**src/hdl/nbw_pkg.sv**
```systemverilog
// shared types, constants and helpers for the neighbor edge weight block
`timescale 1ns / 1ps
`default_nettype none
package nbw_pkg;

    localparam int MAX_WIDTH = 2048;
    localparam int COL_W     = $clog2(MAX_WIDTH);
    localparam int WID_W     = COL_W + 1;

    localparam int IMG_W     = 12;
    localparam int BETA_W    = 32;
    localparam int GAMMA_W   = 16;
    localparam int PIX_W     = 24;
    localparam int WT_W      = 24;
    localparam int CFG_W     = 32;
    localparam int CFG_IDX_W = 2;

    localparam logic [CFG_IDX_W-1:0] CFG_IMAGE_WIDTH = 2'd0;
    localparam logic [CFG_IDX_W-1:0] CFG_BETA_SCALE  = 2'd1;
    localparam logic [CFG_IDX_W-1:0] CFG_GAMMA_GAIN  = 2'd2;

    localparam logic [IMG_W-1:0]   RST_IMAGE_WIDTH = 12'd640;
    localparam logic [BETA_W-1:0]  RST_BETA_SCALE  = 32'd268435;
    localparam logic [GAMMA_W-1:0] RST_GAMMA_GAIN  = 16'd12800;

    localparam logic [30:0] ONE_Q30       = 31'h4000_0000;
    localparam logic [15:0] INV_SQRT2_Q16 = 16'd46341;
    localparam logic [3:0]  EXP_TERMS     = 4'd12;

    // neighbor select codes
    localparam logic [1:0] NB_LEFT    = 2'd0;
    localparam logic [1:0] NB_UPLEFT  = 2'd1;
    localparam logic [1:0] NB_UP      = 2'd2;
    localparam logic [1:0] NB_UPRIGHT = 2'd3;

    // datapath operation codes
    localparam logic [3:0] OP_NONE = 4'd0;
    localparam logic [3:0] OP_LOAD = 4'd1;
    localparam logic [3:0] OP_DIST = 4'd2;
    localparam logic [3:0] OP_BETA = 4'd3;
    localparam logic [3:0] OP_H1   = 4'd4;
    localparam logic [3:0] OP_H2   = 4'd5;
    localparam logic [3:0] OP_H3   = 4'd6;
    localparam logic [3:0] OP_SQ1  = 4'd7;
    localparam logic [3:0] OP_SQ2  = 4'd8;
    localparam logic [3:0] OP_GAIN = 4'd9;
    localparam logic [3:0] OP_DIAG = 4'd10;
    localparam logic [3:0] OP_SAVE = 4'd11;

    typedef struct packed {
        logic [7:0] blue;
        logic [7:0] green;
        logic [7:0] red;
        logic       frame_start;
    } in_beat_t;

    typedef struct packed {
        logic [WT_W-1:0] weight_left;
        logic [WT_W-1:0] weight_upleft;
        logic [WT_W-1:0] weight_up;
        logic [WT_W-1:0] weight_upright;
    } out_beat_t;

    typedef struct packed {
        logic       accept;
        logic [3:0] op;
        logic [1:0] nsel;
        logic [3:0] k;
        logic       push;
    } nbw_cmd_t;

    // floor(2^32 / k) for k = 2..12, k = 1 handled by bypass
    function automatic logic [31:0] recip_q32(input logic [3:0] k);
        logic [31:0] m;
        begin
            case (k)
                4'd2:    m = 32'd2147483648;
                4'd3:    m = 32'd1431655765;
                4'd4:    m = 32'd1073741824;
                4'd5:    m = 32'd858993459;
                4'd6:    m = 32'd715827882;
                4'd7:    m = 32'd613566756;
                4'd8:    m = 32'd536870912;
                4'd9:    m = 32'd477218588;
                4'd10:   m = 32'd429496729;
                4'd11:   m = 32'd390451572;
                4'd12:   m = 32'd357913941;
                default: m = 32'd0;
            endcase
            return m;
        end
    endfunction

endpackage
`default_nettype wire

```
**src/hdl/nbw_ctrl.sv**
```systemverilog
// sequencer for the neighbor edge weight datapath
`timescale 1ns / 1ps
`default_nettype none
module nbw_ctrl
    import nbw_pkg::*;
(
    input  wire logic     clk,
    input  wire logic     rst_n,
    input  wire logic     in_valid,
    output logic          in_stall,
    input  wire logic     out_free,
    output nbw_cmd_t      cmd
);

    localparam logic [3:0] ST_IDLE = 4'd0;
    localparam logic [3:0] ST_LOAD = 4'd1;
    localparam logic [3:0] ST_DIST = 4'd2;
    localparam logic [3:0] ST_BETA = 4'd3;
    localparam logic [3:0] ST_H1   = 4'd4;
    localparam logic [3:0] ST_H2   = 4'd5;
    localparam logic [3:0] ST_H3   = 4'd6;
    localparam logic [3:0] ST_SQ1  = 4'd7;
    localparam logic [3:0] ST_SQ2  = 4'd8;
    localparam logic [3:0] ST_GAIN = 4'd9;
    localparam logic [3:0] ST_DIAG = 4'd10;
    localparam logic [3:0] ST_SAVE = 4'd11;
    localparam logic [3:0] ST_DONE = 4'd12;

    logic [3:0] state_reg, state_next;
    logic [1:0] nsel_reg, nsel_next;
    logic [3:0] k_reg, k_next;
    logic [1:0] sq_reg, sq_next;

    always_ff @(posedge clk or negedge rst_n)
    begin
        if (!rst_n)
        begin
            state_reg <= ST_IDLE;
            nsel_reg  <= NB_LEFT;
            k_reg     <= EXP_TERMS;
            sq_reg    <= 2'd0;
        end
        else
        begin
            state_reg <= state_next;
            nsel_reg  <= nsel_next;
            k_reg     <= k_next;
            sq_reg    <= sq_next;
        end
    end

    assign in_stall = (state_reg != ST_IDLE);

    always_comb
    begin
        state_next = state_reg;
        nsel_next  = nsel_reg;
        k_next     = k_reg;
        sq_next    = sq_reg;
        cmd.accept = 1'b0;
        cmd.op     = OP_NONE;
        cmd.nsel   = nsel_reg;
        cmd.k      = k_reg;
        cmd.push   = 1'b0;
        case (state_reg)
            ST_IDLE:
            begin
                if (in_valid)
                begin
                    cmd.accept = 1'b1;
                    state_next = ST_LOAD;
                end
            end
            ST_LOAD:
            begin
                cmd.op     = OP_LOAD;
                nsel_next  = NB_LEFT;
                state_next = ST_DIST;
            end
            ST_DIST:
            begin
                cmd.op     = OP_DIST;
                state_next = ST_BETA;
            end
            ST_BETA:
            begin
                cmd.op     = OP_BETA;
                k_next     = EXP_TERMS;
                state_next = ST_H1;
            end
            ST_H1:
            begin
                cmd.op     = OP_H1;
                state_next = ST_H2;
            end
            ST_H2:
            begin
                cmd.op     = OP_H2;
                state_next = ST_H3;
            end
            ST_H3:
            begin
                cmd.op = OP_H3;
                if (k_reg == 4'd1)
                begin
                    sq_next    = 2'd0;
                    state_next = ST_SQ1;
                end
                else
                begin
                    k_next     = k_reg - 4'd1;
                    state_next = ST_H1;
                end
            end
            ST_SQ1:
            begin
                cmd.op     = OP_SQ1;
                state_next = ST_SQ2;
            end
            ST_SQ2:
            begin
                cmd.op = OP_SQ2;
                if (sq_reg == 2'd3)
                begin
                    state_next = ST_GAIN;
                end
                else
                begin
                    sq_next    = sq_reg + 2'd1;
                    state_next = ST_SQ1;
                end
            end
            ST_GAIN:
            begin
                cmd.op = OP_GAIN;
                if (nsel_reg == NB_UPLEFT || nsel_reg == NB_UPRIGHT)
                begin
                    state_next = ST_DIAG;
                end
                else
                begin
                    state_next = ST_SAVE;
                end
            end
            ST_DIAG:
            begin
                cmd.op     = OP_DIAG;
                state_next = ST_SAVE;
            end
            ST_SAVE:
            begin
                cmd.op = OP_SAVE;
                if (nsel_reg == NB_UPRIGHT)
                begin
                    state_next = ST_DONE;
                end
                else
                begin
                    nsel_next  = nsel_reg + 2'd1;
                    state_next = ST_DIST;
                end
            end
            ST_DONE:
            begin
                if (out_free)
                begin
                    cmd.push   = 1'b1;
                    state_next = ST_IDLE;
                end
            end
            default:
            begin
                state_next = ST_IDLE;
            end
        endcase
    end

endmodule
`default_nettype wire

```
**config.mk**
```make
export PLATFORM = sky130hd
export DESIGN_NAME = nbw_ctrl
export DESIGN_NICKNAME = d
export VERILOG_FILES = /design/src/hdl/nbw_pkg.sv /design/src/hdl/nbw_ctrl.sv
export SDC_FILE = /design/constraint.sdc
export NUM_CORES = 1
export LEC_CHECK = 0
export ABC_AREA = 1
export BUFFER_PORTS_ARGS = -buffer_cell sky130_fd_sc_hd__buf_2
export CAP_MARGIN = 20
export CELL_PAD_IN_SITES_DETAIL_PLACEMENT = 0
export CELL_PAD_IN_SITES_GLOBAL_PLACEMENT = 2
export CORE_MARGIN = 2
export CORE_UTILIZATION = 29
export CTS_CLUSTER_DIAMETER = 200
export DETAILED_ROUTE_END_ITERATION = 6
export PLACE_DENSITY = 0.76
export SLEW_MARGIN = 20
export SYNTH_ARGS = -nofsm -noshare
export SYNTH_HDL_FRONTEND = slang
export SYNTH_SLANG_ARGS = --single-unit
```
**constraint.sdc**
```tcl
create_clock -name clk -period 1.6 [get_ports clk]
set_input_delay 0.08 -clock clk [delete_from_list [all_inputs] [get_ports clk]]
set_output_delay 0.08 -clock clk [all_outputs]
set_load 0.005 [all_outputs]
```
# --- Word level (Yosys, flattened, before mapping) ---
# Index checks and enable logic that the tools add are counted.
# W data, S select, Z words.
word_totals:
  reg_bits: 12
  in_bits: 4
  output_inout_bits: 13
  elab_cells: 58
classes:
  add_sub_neg: 3
  n_eq_ne: 22
  mux: 19
  n_reduce_logical: 10
op_table:
  columns: ["cell", "n"]
  rows:
  - ["$pmux W4 S13", 1]
  - ["$pmux W4 S11", 1]
  - ["$eq A4 B4 Y1 const B", 5]
  - ["$mux W4", 5]
  - ["$eq A4 B3 Y1 const B", 4]
  - ["$ne A2 B2 Y1 const B", 6]
  - ["$eq A4 B1 Y1 const B", 2]
  - ["$eq A4 B2 Y1 const B", 2]
  - ["$mux W2", 4]
  - ["$pmux W2 S2", 2]
  - ["$pmux W4 S2", 1]
  - ["$reduce_and A2 Y1", 3]
  - ["$reduce_bool A2 Y1", 3]
  - ["$mux W1", 5]
  - ["$add A2 B1 Y2 const B", 2]
  - ["$eq A2 B2 Y1 const B", 2]
  - ["$logic_not A4 Y1", 1]
  - ["$reduce_bool A4 Y1", 1]
  - ["$sub A4 B1 Y4 const B", 1]
  - ["$reduce_and A3 Y1", 1]
  - ["$eq A2 B1 Y1 const B", 1]
  - ["$logic_or A1 B1 Y1", 1]

# --- Depth between registers and ports, before layout ---
# Gate-level depths: netlist of the first run.
depth:
  word_depth: 4
  ltp_mapped: 8
  depth_no_buf: 8

# --- Worst setup path before layout of the first run ---
# OpenSTA, ideal clock, no wires.
synth_path:
  kind: "reg2reg"
  from: "reg k_reg[0]"
  to: "reg k_reg[0]"
  setup_time_ps: 122
  t_arrival_ps: 1022
  required_time_ps: 1478
  path_slack_ps: 456
  path_stages_with_launch: 6
  n_path_buf: 0
  period_less_slack_ps: 1144
  path_cell_list: "dfrtp_1 -> ha_1 -> nand3_1 -> nand2_4 -> nand3_1 -> o21ai_2"
synth_via:
  elab_chain_cells: 3
  word_cells_on_any_way: 6
  cone_classes: "1 x add/sub; 2 x eq/ne; 2 x mux; 1 x reduce/logical"
synth_lines:
  columns: ["item", "line_no", "rtl"]
  rows:
  - ["from (decl)", "nbw_ctrl.sv:31", "logic [3:0] k_reg, k_next;"]
  - ["from (signal assigned)", "nbw_ctrl.sv:47", "k_reg <= k_next;"]
  - ["$sub A4 B1 Y4 / $eq A4 B1 Y1 (equally long branches)", "nbw_ctrl.sv:111, nbw_ctrl.sv:104", null]
  - ["$mux W4 / $ne A2 B2 Y1 (equally long branches)", null, null]
  - ["$pmux W4 S2 / $reduce_and A2 Y1 (equally long branches)", null, null]
# Parallel ways exist; a longest one is shown, timed or not. The select of a mux whose other input is x is not followed.
# A chain may end at the register's enable or synchronous reset.

==> results of run 1 <==
-- cell type report --
type / count / area [um2]
multi-input combinational: 88 / 465.4
inverter: 20 / 75.07
clock buffer: 4 / 36.28
tap: 31 / 38.79
fill: 293 / 1749
timing repair buffer: 17 / 90.09
sequential: 12 / 302.8
-- final timing paths --
check                      slack (ps)                  endpoint  depth (start not counted)                     start
max reg2reg                       300     sq_reg[0]$_DFFE_PN0P_                          6  state_reg[0]$_DFFE_PN0P_
min in group asynchronous         210     sq_reg[1]$_DFFE_PN0P_                          2                     rst_n
min reg2reg                       500     sq_reg[0]$_DFFE_PN0P_                          1     sq_reg[0]$_DFFE_PN0P_
max in group asynchronous        1110      k_reg[2]$_DFFE_PN1P_                          2                     rst_n
max                               210                   cmd[11]                          4  state_reg[2]$_DFFE_PN0P_
min                               160  state_reg[2]$_DFFE_PN0P_                          4                  out_free
-- layout by cell type, fill, tap and decap left out, types with 3 or more instances in the layout --
master,count
nand3_1,17
o21ai_0,3
ha_1,5
buf_2,16
nor2_1,15
nand2_2,4
dfrtp_1,10
nand2_1,29
clkbuf_4,3
inv_1,20
-- cell usage after synthesis --
| cell | n | share of area (%) |
|---|---|---|
| a21oi_1 | 1 | 0.59 |
| dfrtp_1 | 10 | 30 |
| dfstp_2 | 2 | 6.2 |
| ha_1 | 5 | 7.4 |
| inv_1 | 20 | 8.9 |
| nand2_1 | 29 | 13 |
| nand2_2 | 4 | 3.0 |
| nand2_4 | 1 | 1.3 |
| nand3_1 | 17 | 10 |
| nand3_2 | 1 | 1.2 |
| nand4_1 | 2 | 1.5 |
| nor2_1 | 16 | 7.1 |
| nor2_4 | 2 | 2.7 |
| nor3_1 | 1 | 0.59 |
| nor4_1 | 1 | 0.74 |
| o211ai_1 | 2 | 1.8 |
| o21ai_0 | 3 | 1.8 |
| o21ai_1 | 2 | 1.2 |
| o21ai_2 | 1 | 1.0 |
-- worst max-delay path, delay by kind of cell, from the launching register on --
kind	cells	cell delay, ps
buffers and inverters	1	110
DFF	1	480
and+or+nand+nor	3	450
-- layer usage --
layer / track usage (%) / vias up / routed length [um]
met5: 0 / - / 0
met4: 4.651 / 0 / 46
met3: 4.688 / 4 / 75
met2: 19.48 / 12 / 882
met1: 17.20 / 362 / 957
li1: - / 424 / -
-- cell families (layout without fill, tap and decap cells) --
kind of cell    Yosys count  count (layout)  synth area share [%]
compound gates            9               9                 6.397
flops                    12              12                 36.01
fa+ha+maj                 5               5                 7.440
buf+inv                  20              41                 8.928
simple gates             74              74                 41.22
-- timing repair --
action,CTS,global route
endpoints found under the setup margin,0,1
hold endpoints to repair,12,0
gates resized for setup,0,1
hold buffers,1,0
-- power groups by stage --
stage / sequential (mW) / combinational, mW / clock (mW)
2_1_floorplan: 0.576 / 0.669 / 0
3_3_place_gp: 0.617 / 0.954 / 0
3_5_place_dp: 0.609 / 0.937 / 0
4_1_cts: 0.605 / 0.940 / 0.254
5_1_grt: 0.634 / 1.08 / 0.270
6_report: 0.608 / 0.933 / 0.242
-- stage by stage --
stage	worst slack (ps)	instance area, um2
floorplan	456.5	840.8
global placement	251.9	959.7
detailed placement	303.6	959.7
CTS	103.6	1006
global route	107.0	1008
finish	209.1	1008
==> impl_results.md, run 1 <==
- Post-DRT Antenna Nets: 0
- Setup_tns: 0 ps
- Status: finished clean
- Routed WL per cell: 11.40 um
- First-pass GRT wire length: 3270 um
- Seq pwr share: 34.1%
- Chip height: 57.85 um
- Synth Register Bits: 12
- Syn nets: 129
- Ant diodes: 0
- Grt total ovfl: 0
- Distinct cells, synth: 19
- Kind of critical path: flip-flop to output port
- Startpoint Class: flip-flop
- Antenna violations before repair: 0
- Initial drt markers: 31
- Core area: 2758 um2
- Finished Layout Cells: 172
- Slew Limit Fails: 0
- Area growth from synthesis to layout: 19.94%
- Cell with the largest stage delay on the worst path: dfrtp_1
- Clk network pwr share: 13.6%
- Fin util: 36.57%
- Number of I/O pins: 17
- Clock Tree Buf Depth: 2
- PwrDens: 1767 nW/um2
- Via density: 4.663
- Site Rows: 19
- Die area: 3346 um2
- Crit path largest cell delay: 480 ps
- Clock Tree Root: clkbuf_4
- Die width: 57.85 um
- WP data required: 1520 ps
- Drt pass-1 iters: 4
- Sw frac: 47.24%
- Hold violation count in the final report: 0
- Layout cells sized above 1: 22.70%
- GP Congestion: 0.8285
- Routed Wire Length: 1960 um
- Setup Buffers After CTS: 0
- Final worst-path cycle share: 86.93%
- Half-perimeter wire length after placement: 1593 um
- Synthesized cell area: 840.8 um2
- Seq/Total Area, Yosys: 36.01%
- Maximum vdd drop: 0.0007230 V
- Worst EP arrival: 1310 ps
- Dpl cells: 167
- Slew @ Worst Pin: 290.3 ps
- Nets: 151
- Initial core utilization: 30.49%
- FMAX: 718.9 MHz
- Clock tree from TritonCTS: yes
- Switching power total: 0.8420 mW
- Internal power: 0.9405 mW
- Largest net degree at the start of global routing: 13
- Worst Clk Skew: 4.758 ps
- Maxcap violations: 0
- RSZ-0062 raised after global routing: no
- Hold Path Class: input port to flip-flop
- Clock transition at path regs: 70 ps
- Htree depth: 1
- Crit-path cells: nor2_2 -> nand2_1 -> nor2_1 -> buf_2
- Post-layout minimum cycle time: 1391 ps
- DR vias: 802
- Total GRT Usage: 12.97%
- YS warnings: 0
- Post-synthesis area per instance: 7.007 um2
- Port bufs: 16
- Number of global-route vias before repair: 723
- Hold WS: 163.6 ps
- Gate Count Post-Synth: 120
- Max FO, Critical Path: 5
- Crit. End Element: output port
- Comb pwr share: 52.3%
- Setup violators final: 0
- Cts bufs inserted: 3
- Clk sinks: 12
- Final Power: 1.782 mW
- Clk Latency, worst-skew pair: 270 ps
- Static Leak: 0.5629 nW
- Slew headroom: 80.65%
- DR DRC count: 0
Note: power is estimated with default switching activity, not from simulation.
==> run 2, diff against run 1 <==
--- a/config.mk
+++ b/config.mk
@@ -14,7 +14,7 @@
 export CORE_UTILIZATION = 29
 export CTS_CLUSTER_DIAMETER = 200
 export DETAILED_ROUTE_END_ITERATION = 6
-export PLACE_DENSITY = 0.76
+export PLACE_DENSITY = 0.84
 export SLEW_MARGIN = 20
 export SYNTH_ARGS = -nofsm -noshare
 export SYNTH_HDL_FRONTEND = slang
==> run 2 against run 1 <==
Sequential power decreased by 2%. Global-route usage decreased by 0.76 points. Register-to-register slack about the same. Critical path type unchanged.
==> impl_results.md, run 2 (synthesis results as in run 1) <==
- Grt total ovfl: 0
- R2r setup slk: 300 ps
- Static Leak: 0.5626 nW
- Cts bufs inserted: 3
- Number of global-route vias before repair: 729
- Cell with the largest stage delay on the worst path: dfrtp_1
- Setup Buffers After CTS: 0
- Ant diodes: 0
- Crit-path cells: nor2_1 -> nand2_1 -> nor2_1 -> buf_2
- Routed Wire Length: 1902 um
- Core area: 2758 um2
- GP Congestion: 0.8157
- CTS-repair resized insts: 0
- Half-perimeter wire length after placement: 1559 um
- Clock Tree Buf Depth: 2
- Kind of critical path: flip-flop to output port
- Post-DRT Antenna Nets: 0
- DR DRC count: 0
- Clock tree from TritonCTS: yes
- Worst path most repeated cell: nor2_1
- DP Area: 959.7 um2
- RR Startpoint: state_reg[0]$_DFFE_PN0P_
- Most common cell after layout, fill and taps aside: nand2_1
- Area growth from synthesis to layout: 19.64%
- First-pass GRT wire length: 3132 um
- Hold violation count in the final report: 0
- Max FO, Critical Path: 5
- Setup violators final: 0
- Status: finished clean
- Clock Tree Root: clkbuf_4
- Initial core utilization: 30.49%
- Most frequent cells in the layout: 29 x nand2_1, 20 x inv_1, 17 x nand3_1, 16 x nor2_1, 16 x buf_2
- Crit. End Element: output port
- Site Rows: 19
- Multi-input logic area: 462.9 um2
- Worst Clk Skew: 8.794 ps
- Finished Cell Area: 1006 um2
- Die width: 57.85 um
- Setup crit start: state_reg[2]$_DFFE_PN0P_
- PwrDens: 1748 nW/um2
- Htree depth: 1
- FMAX: 700.3 MHz
- Hold WS: 174.4 ps
- Largest delay share family, worst path: simple AND/OR/NAND/NOR gates
- Maximum vdd drop: 0.0007840 V
- Antenna violations before repair: 0
- Initial drt markers: 28
- Crit path buffers/inverters: 1
- Via density: 4.634
- Startpoint Class: flip-flop
- Clock transition at path regs: 80 ps
- Clk Latency, worst-skew pair: 270 ps
- Post-place setup slack: 357.9 ps
- WP data required: 1520 ps
- Nets: 151
- Final Power: 1.759 mW
- Number of I/O pins: 17
- Routed WL per cell: 11.06 um
- FILL cells: 304
- Chip height: 57.85 um
- Worst EP arrival: 1350 ps
- Clk sinks: 12
- Total GRT Usage: 12.21%
- Largest net degree at the start of global routing: 13
- Post-layout minimum cycle time: 1428 ps
- Layout cells sized above 1: 21.99%
- Setup slack after layout: 172.0 ps
- Slew headroom: 79.39%
- Crit path largest cell delay: 450 ps
- RSZ-0062 raised after global routing: no
- Slew @ Worst Pin: 308.0 ps
- Final worst-path cycle share: 89.25%
- Maxcap violations: 0
- Register area: 302.8 um2
- Port bufs: 16
- Worst Min Path Start: out_free
- Drt pass-1 iters: 4
- Die area: 3346 um2
- Hold Path Class: input port to flip-flop
- DR vias: 797
- Setup_tns: 0 ps
- Hold-fix buffers, CTS: 1
- Slew Limit Fails: 0
-- run 2: cell counts in the layout (fill, tap and decap cells not counted) --
Identical to the previous run, type by type.
-- run 2: metrics by stage --
| step | std cells | util [%] |
|---|---|---|
| after global placement | 167 | 34.80 |
| after CTS | 172 | 36.48 |
| after detailed placement | 167 | 34.80 |
| final | 172 | 36.48 |
| after global routing | 172 | 36.48 |
| after floorplan | 120 | - |
-- run 2: final timing paths --
path,endpoint,depth (start not counted)
setup / recovery,cmd[11],4
hold reg to reg,sq_reg[0]$_DFFE_PN0P_,1
max in group asynchronous,k_reg[3]$_DFFE_PN1P_,2
min in group asynchronous,state_reg[1]$_DFFE_PN0P_,2
setup reg to reg,nsel_reg[1]$_DFFE_PN0P_,5
hold / removal,state_reg[2]$_DFFE_PN0P_,4
-- run 2: final cells by class --
cell class | count | area share (%)
flip-flops and latches | 12 | 30.10
multi-input cells | 88 | 46.02
inverters | 20 | 7.463
clock buffers | 4 | 3.607
well taps | 31 | 3.856
repair buffers | 17 | 8.955
-- run 2: worst min-delay path: stages --
cell     delay, ps
buf_2           70
inv_1           40
nand3_1        130
nand3_1         80
-- run 2: power breakdown --
| part | leakage [nW] | switching [mW] | internal [mW] |
|---|---|---|---|
| Clock | 0.0210 | 0.0998 | 0.138 |
| Combinational | 0.390 | 0.573 | 0.352 |
| Sequential | 0.151 | 0.149 | 0.447 |
-- run 2: per-layer routing --
layer,GRT usage [%],up-vias,part of all wire (%)
met5,0,-,0
met4,2.990,0,0.68
met3,3.795,2,3.5
met2,19.32,8,47
met1,16.32,363,49
li1,-,424,-
==> run 3, diff against run 2 <==
--- a/config.mk
+++ b/config.mk
@@ -7,14 +7,14 @@
 export LEC_CHECK = 0
 export ABC_AREA = 1
 export BUFFER_PORTS_ARGS = -buffer_cell sky130_fd_sc_hd__buf_2
-export CAP_MARGIN = 20
+export CAP_MARGIN = 10
 export CELL_PAD_IN_SITES_DETAIL_PLACEMENT = 0
 export CELL_PAD_IN_SITES_GLOBAL_PLACEMENT = 2
 export CORE_MARGIN = 2
 export CORE_UTILIZATION = 29
 export CTS_CLUSTER_DIAMETER = 200
 export DETAILED_ROUTE_END_ITERATION = 6
-export PLACE_DENSITY = 0.84
+export PLACE_DENSITY = 0.87
 export SLEW_MARGIN = 20
 export SYNTH_ARGS = -nofsm -noshare
 export SYNTH_HDL_FRONTEND = slang
==> run 3 against run 2 <==
Final area is 0.87% lower. Worst setup slack better by 38 ps. Largest power group unchanged. Highest routed layer unchanged. Non-clock buffer count stayed put. Combinational power is 2.6% higher. Core utilization is 0.32 points lower. Hold slack better by 16 ps. Die area stayed put. Sequential share of layout area is 0.26 points higher. Wire length is 6.0% higher. Global-route usage is 1.6 points higher. Clock power is 22% lower.
==> impl_results.md, run 3 (synthesis results as in run 1) <==
- Post-place setup slack: 332.8 ps
- Fin util: 36.16%
- Status: finished clean
- Static Leak: 0.5558 nW
- Internal power: 0.8915 mW
- Chip height: 57.85 um
- Area growth from synthesis to layout: 18.60%
- Max FO, Critical Path: 5
- Routed Wire Length: 2017 um
- Clk network pwr share: 10.7%
- Slew @ Worst Pin: 294.2 ps
- Maximum vdd drop: 0.0007056 V
- Total GRT Usage: 13.81%
- Switching power total: 0.8461 mW
- Largest net degree at the start of global routing: 13
- Core area: 2758 um2
- Die width: 57.85 um
- DP Area: 959.7 um2
- First-pass GRT wire length: 3560 um
- Initial drt markers: 11
- Crit-path cells: nor2_2 -> nand2_1 -> nor2_1 -> buf_2
- Via density: 4.877
- Drt pass-1 iters: 4
- DR DRC count: 0
- Nets: 151
- Post-DRT Antenna Nets: 0
- Clock tree from TritonCTS: yes
- Clock Tree Buf Depth: 2
- FMAX: 719.2 MHz
- Number of I/O pins: 17
- Die area: 3346 um2
- Startpoint Class: flip-flop
- Half-perimeter wire length after placement: 1598 um
- DR vias: 834
- GP Congestion: 0.8353
- Htree depth: 1
- Crit path largest cell delay: 460 ps
- Grt met1 use: 18.44%
- Grt met3 use: 3.125%
- Maxcap violations: 0
- Initial core utilization: 30.49%
- Most frequent cells in the layout: 29 x nand2_1, 20 x inv_1, 17 x nand3_1, 16 x buf_2, 14 x nor2_1
- Crit. End Element: output port
- Post-layout minimum cycle time: 1390 ps
- Worst Clk Skew: 5.012 ps
- RSZ-0062 raised after global routing: no
- Setup slack after layout: 209.6 ps
- Cell with the largest stage delay on the worst path: dfrtp_1
- GR Util met2: 21.10%
- Clk sinks: 12
- Seq pwr share: 34.7%
- Sw frac: 48.69%
- Clock Tree Root: clkbuf_4
- Final Power: 1.738 mW
- Ant diodes: 0
- Clk Latency, worst-skew pair: 270 ps
- Hold violation count in the final report: 0
- Worst EP arrival: 1310 ps
- PwrDens: 1742 nW/um2
- Cts bufs inserted: 3
- Comb pwr share: 54.6%
- Slew Limit Fails: 0
- GRT Max-Usage Layer: met2
- Routed WL per cell: 11.80 um
- Slew headroom: 80.18%
- Hold Path Class: input port to flip-flop
- Final worst-path cycle share: 86.90%
- Number of global-route vias before repair: 811
- Grt total ovfl: 0
- Setup violators final: 0
- Finished Cell Area: 997.2 um2
- Setup Buffers After CTS: 0
- Clock transition at path regs: 80 ps
- Site Rows: 19
- Setup_tns: 0 ps
- Most common cell after layout, fill and taps aside: nand2_1
- WP data required: 1520 ps
- Antenna violations before repair: 0
- Port bufs: 16
- Kind of critical path: flip-flop to output port
- Layout cells sized above 1: 22.86%
## run 3: cell count changes in the layout (fill, tap and decap cells not counted), sizes merged
cell    change
clkbuf      -1
## run 3: cell type report
class | instances | area, um2
fillers | 310 | 1760
well taps | 31 | 38.79
repair buffers | 17 | 90.09
inverters | 20 | 75.07
flip-flops and latches | 12 | 302.8
multi-input cells | 88 | 467.9
clock buffers | 3 | 22.52
## run 3: path summary, 6_finish.rpt
path	cells past startpoint	slack, ps	endpoint	startpoint
worst min register to register	1	500	sq_reg[0]$_DFFE_PN0P_	sq_reg[0]$_DFFE_PN0P_
worst max-delay path	4	210	cmd[11]	state_reg[2]$_DFFE_PN0P_
min in group asynchronous	2	220	state_reg[3]$_DFFE_PN0P_	rst_n
worst max register to register	6	320	state_reg[2]$_DFFE_PN0P_	state_reg[1]$_DFFE_PN0P_
max in group asynchronous	2	1090	k_reg[3]$_DFFE_PN1P_	rst_n
worst min-delay path	4	190	state_reg[2]$_DFFE_PN0P_	out_free
## run 3: timing repair
action / in CTS / in global routing
hold buffers: 1 / 0
endpoints found under the hold margin: 12 / 0
resized for setup: 0 / 2
setup endpoints to repair: 0 / 1
## run 3: stage by stage
stage	cells	hold WS, ps
after detailed placement	167	-16.77
after global placement	167	-15.59
final	171	190.1
after CTS	171	180.9
after floorplan	120	-215.6
after global routing	171	229.8
## run 3: worst max-delay path, delay by kind of cell (launching register included)
family | cells | cell delay [ps]
AND/OR/NAND/NOR | 3 | 460
flip-flops | 1 | 460
buffers and inverters | 1 | 120
## run 3: power by group through the flow
stage	logic, mW	registers, mW	clock network, mW
floorplan	0.669	0.576	0
global placement	0.942	0.597	0
detailed placement	0.947	0.598	0
CTS	0.954	0.592	0.197
global route	1.12	0.628	0.216
finish	0.949	0.603	0.185
## run 3: layer usage
metal	up-vias	part of all wire, %
li1	424	-
met1	391	47
met2	13	47
met3	6	4.1
met4	0	1.8
met5	-	0
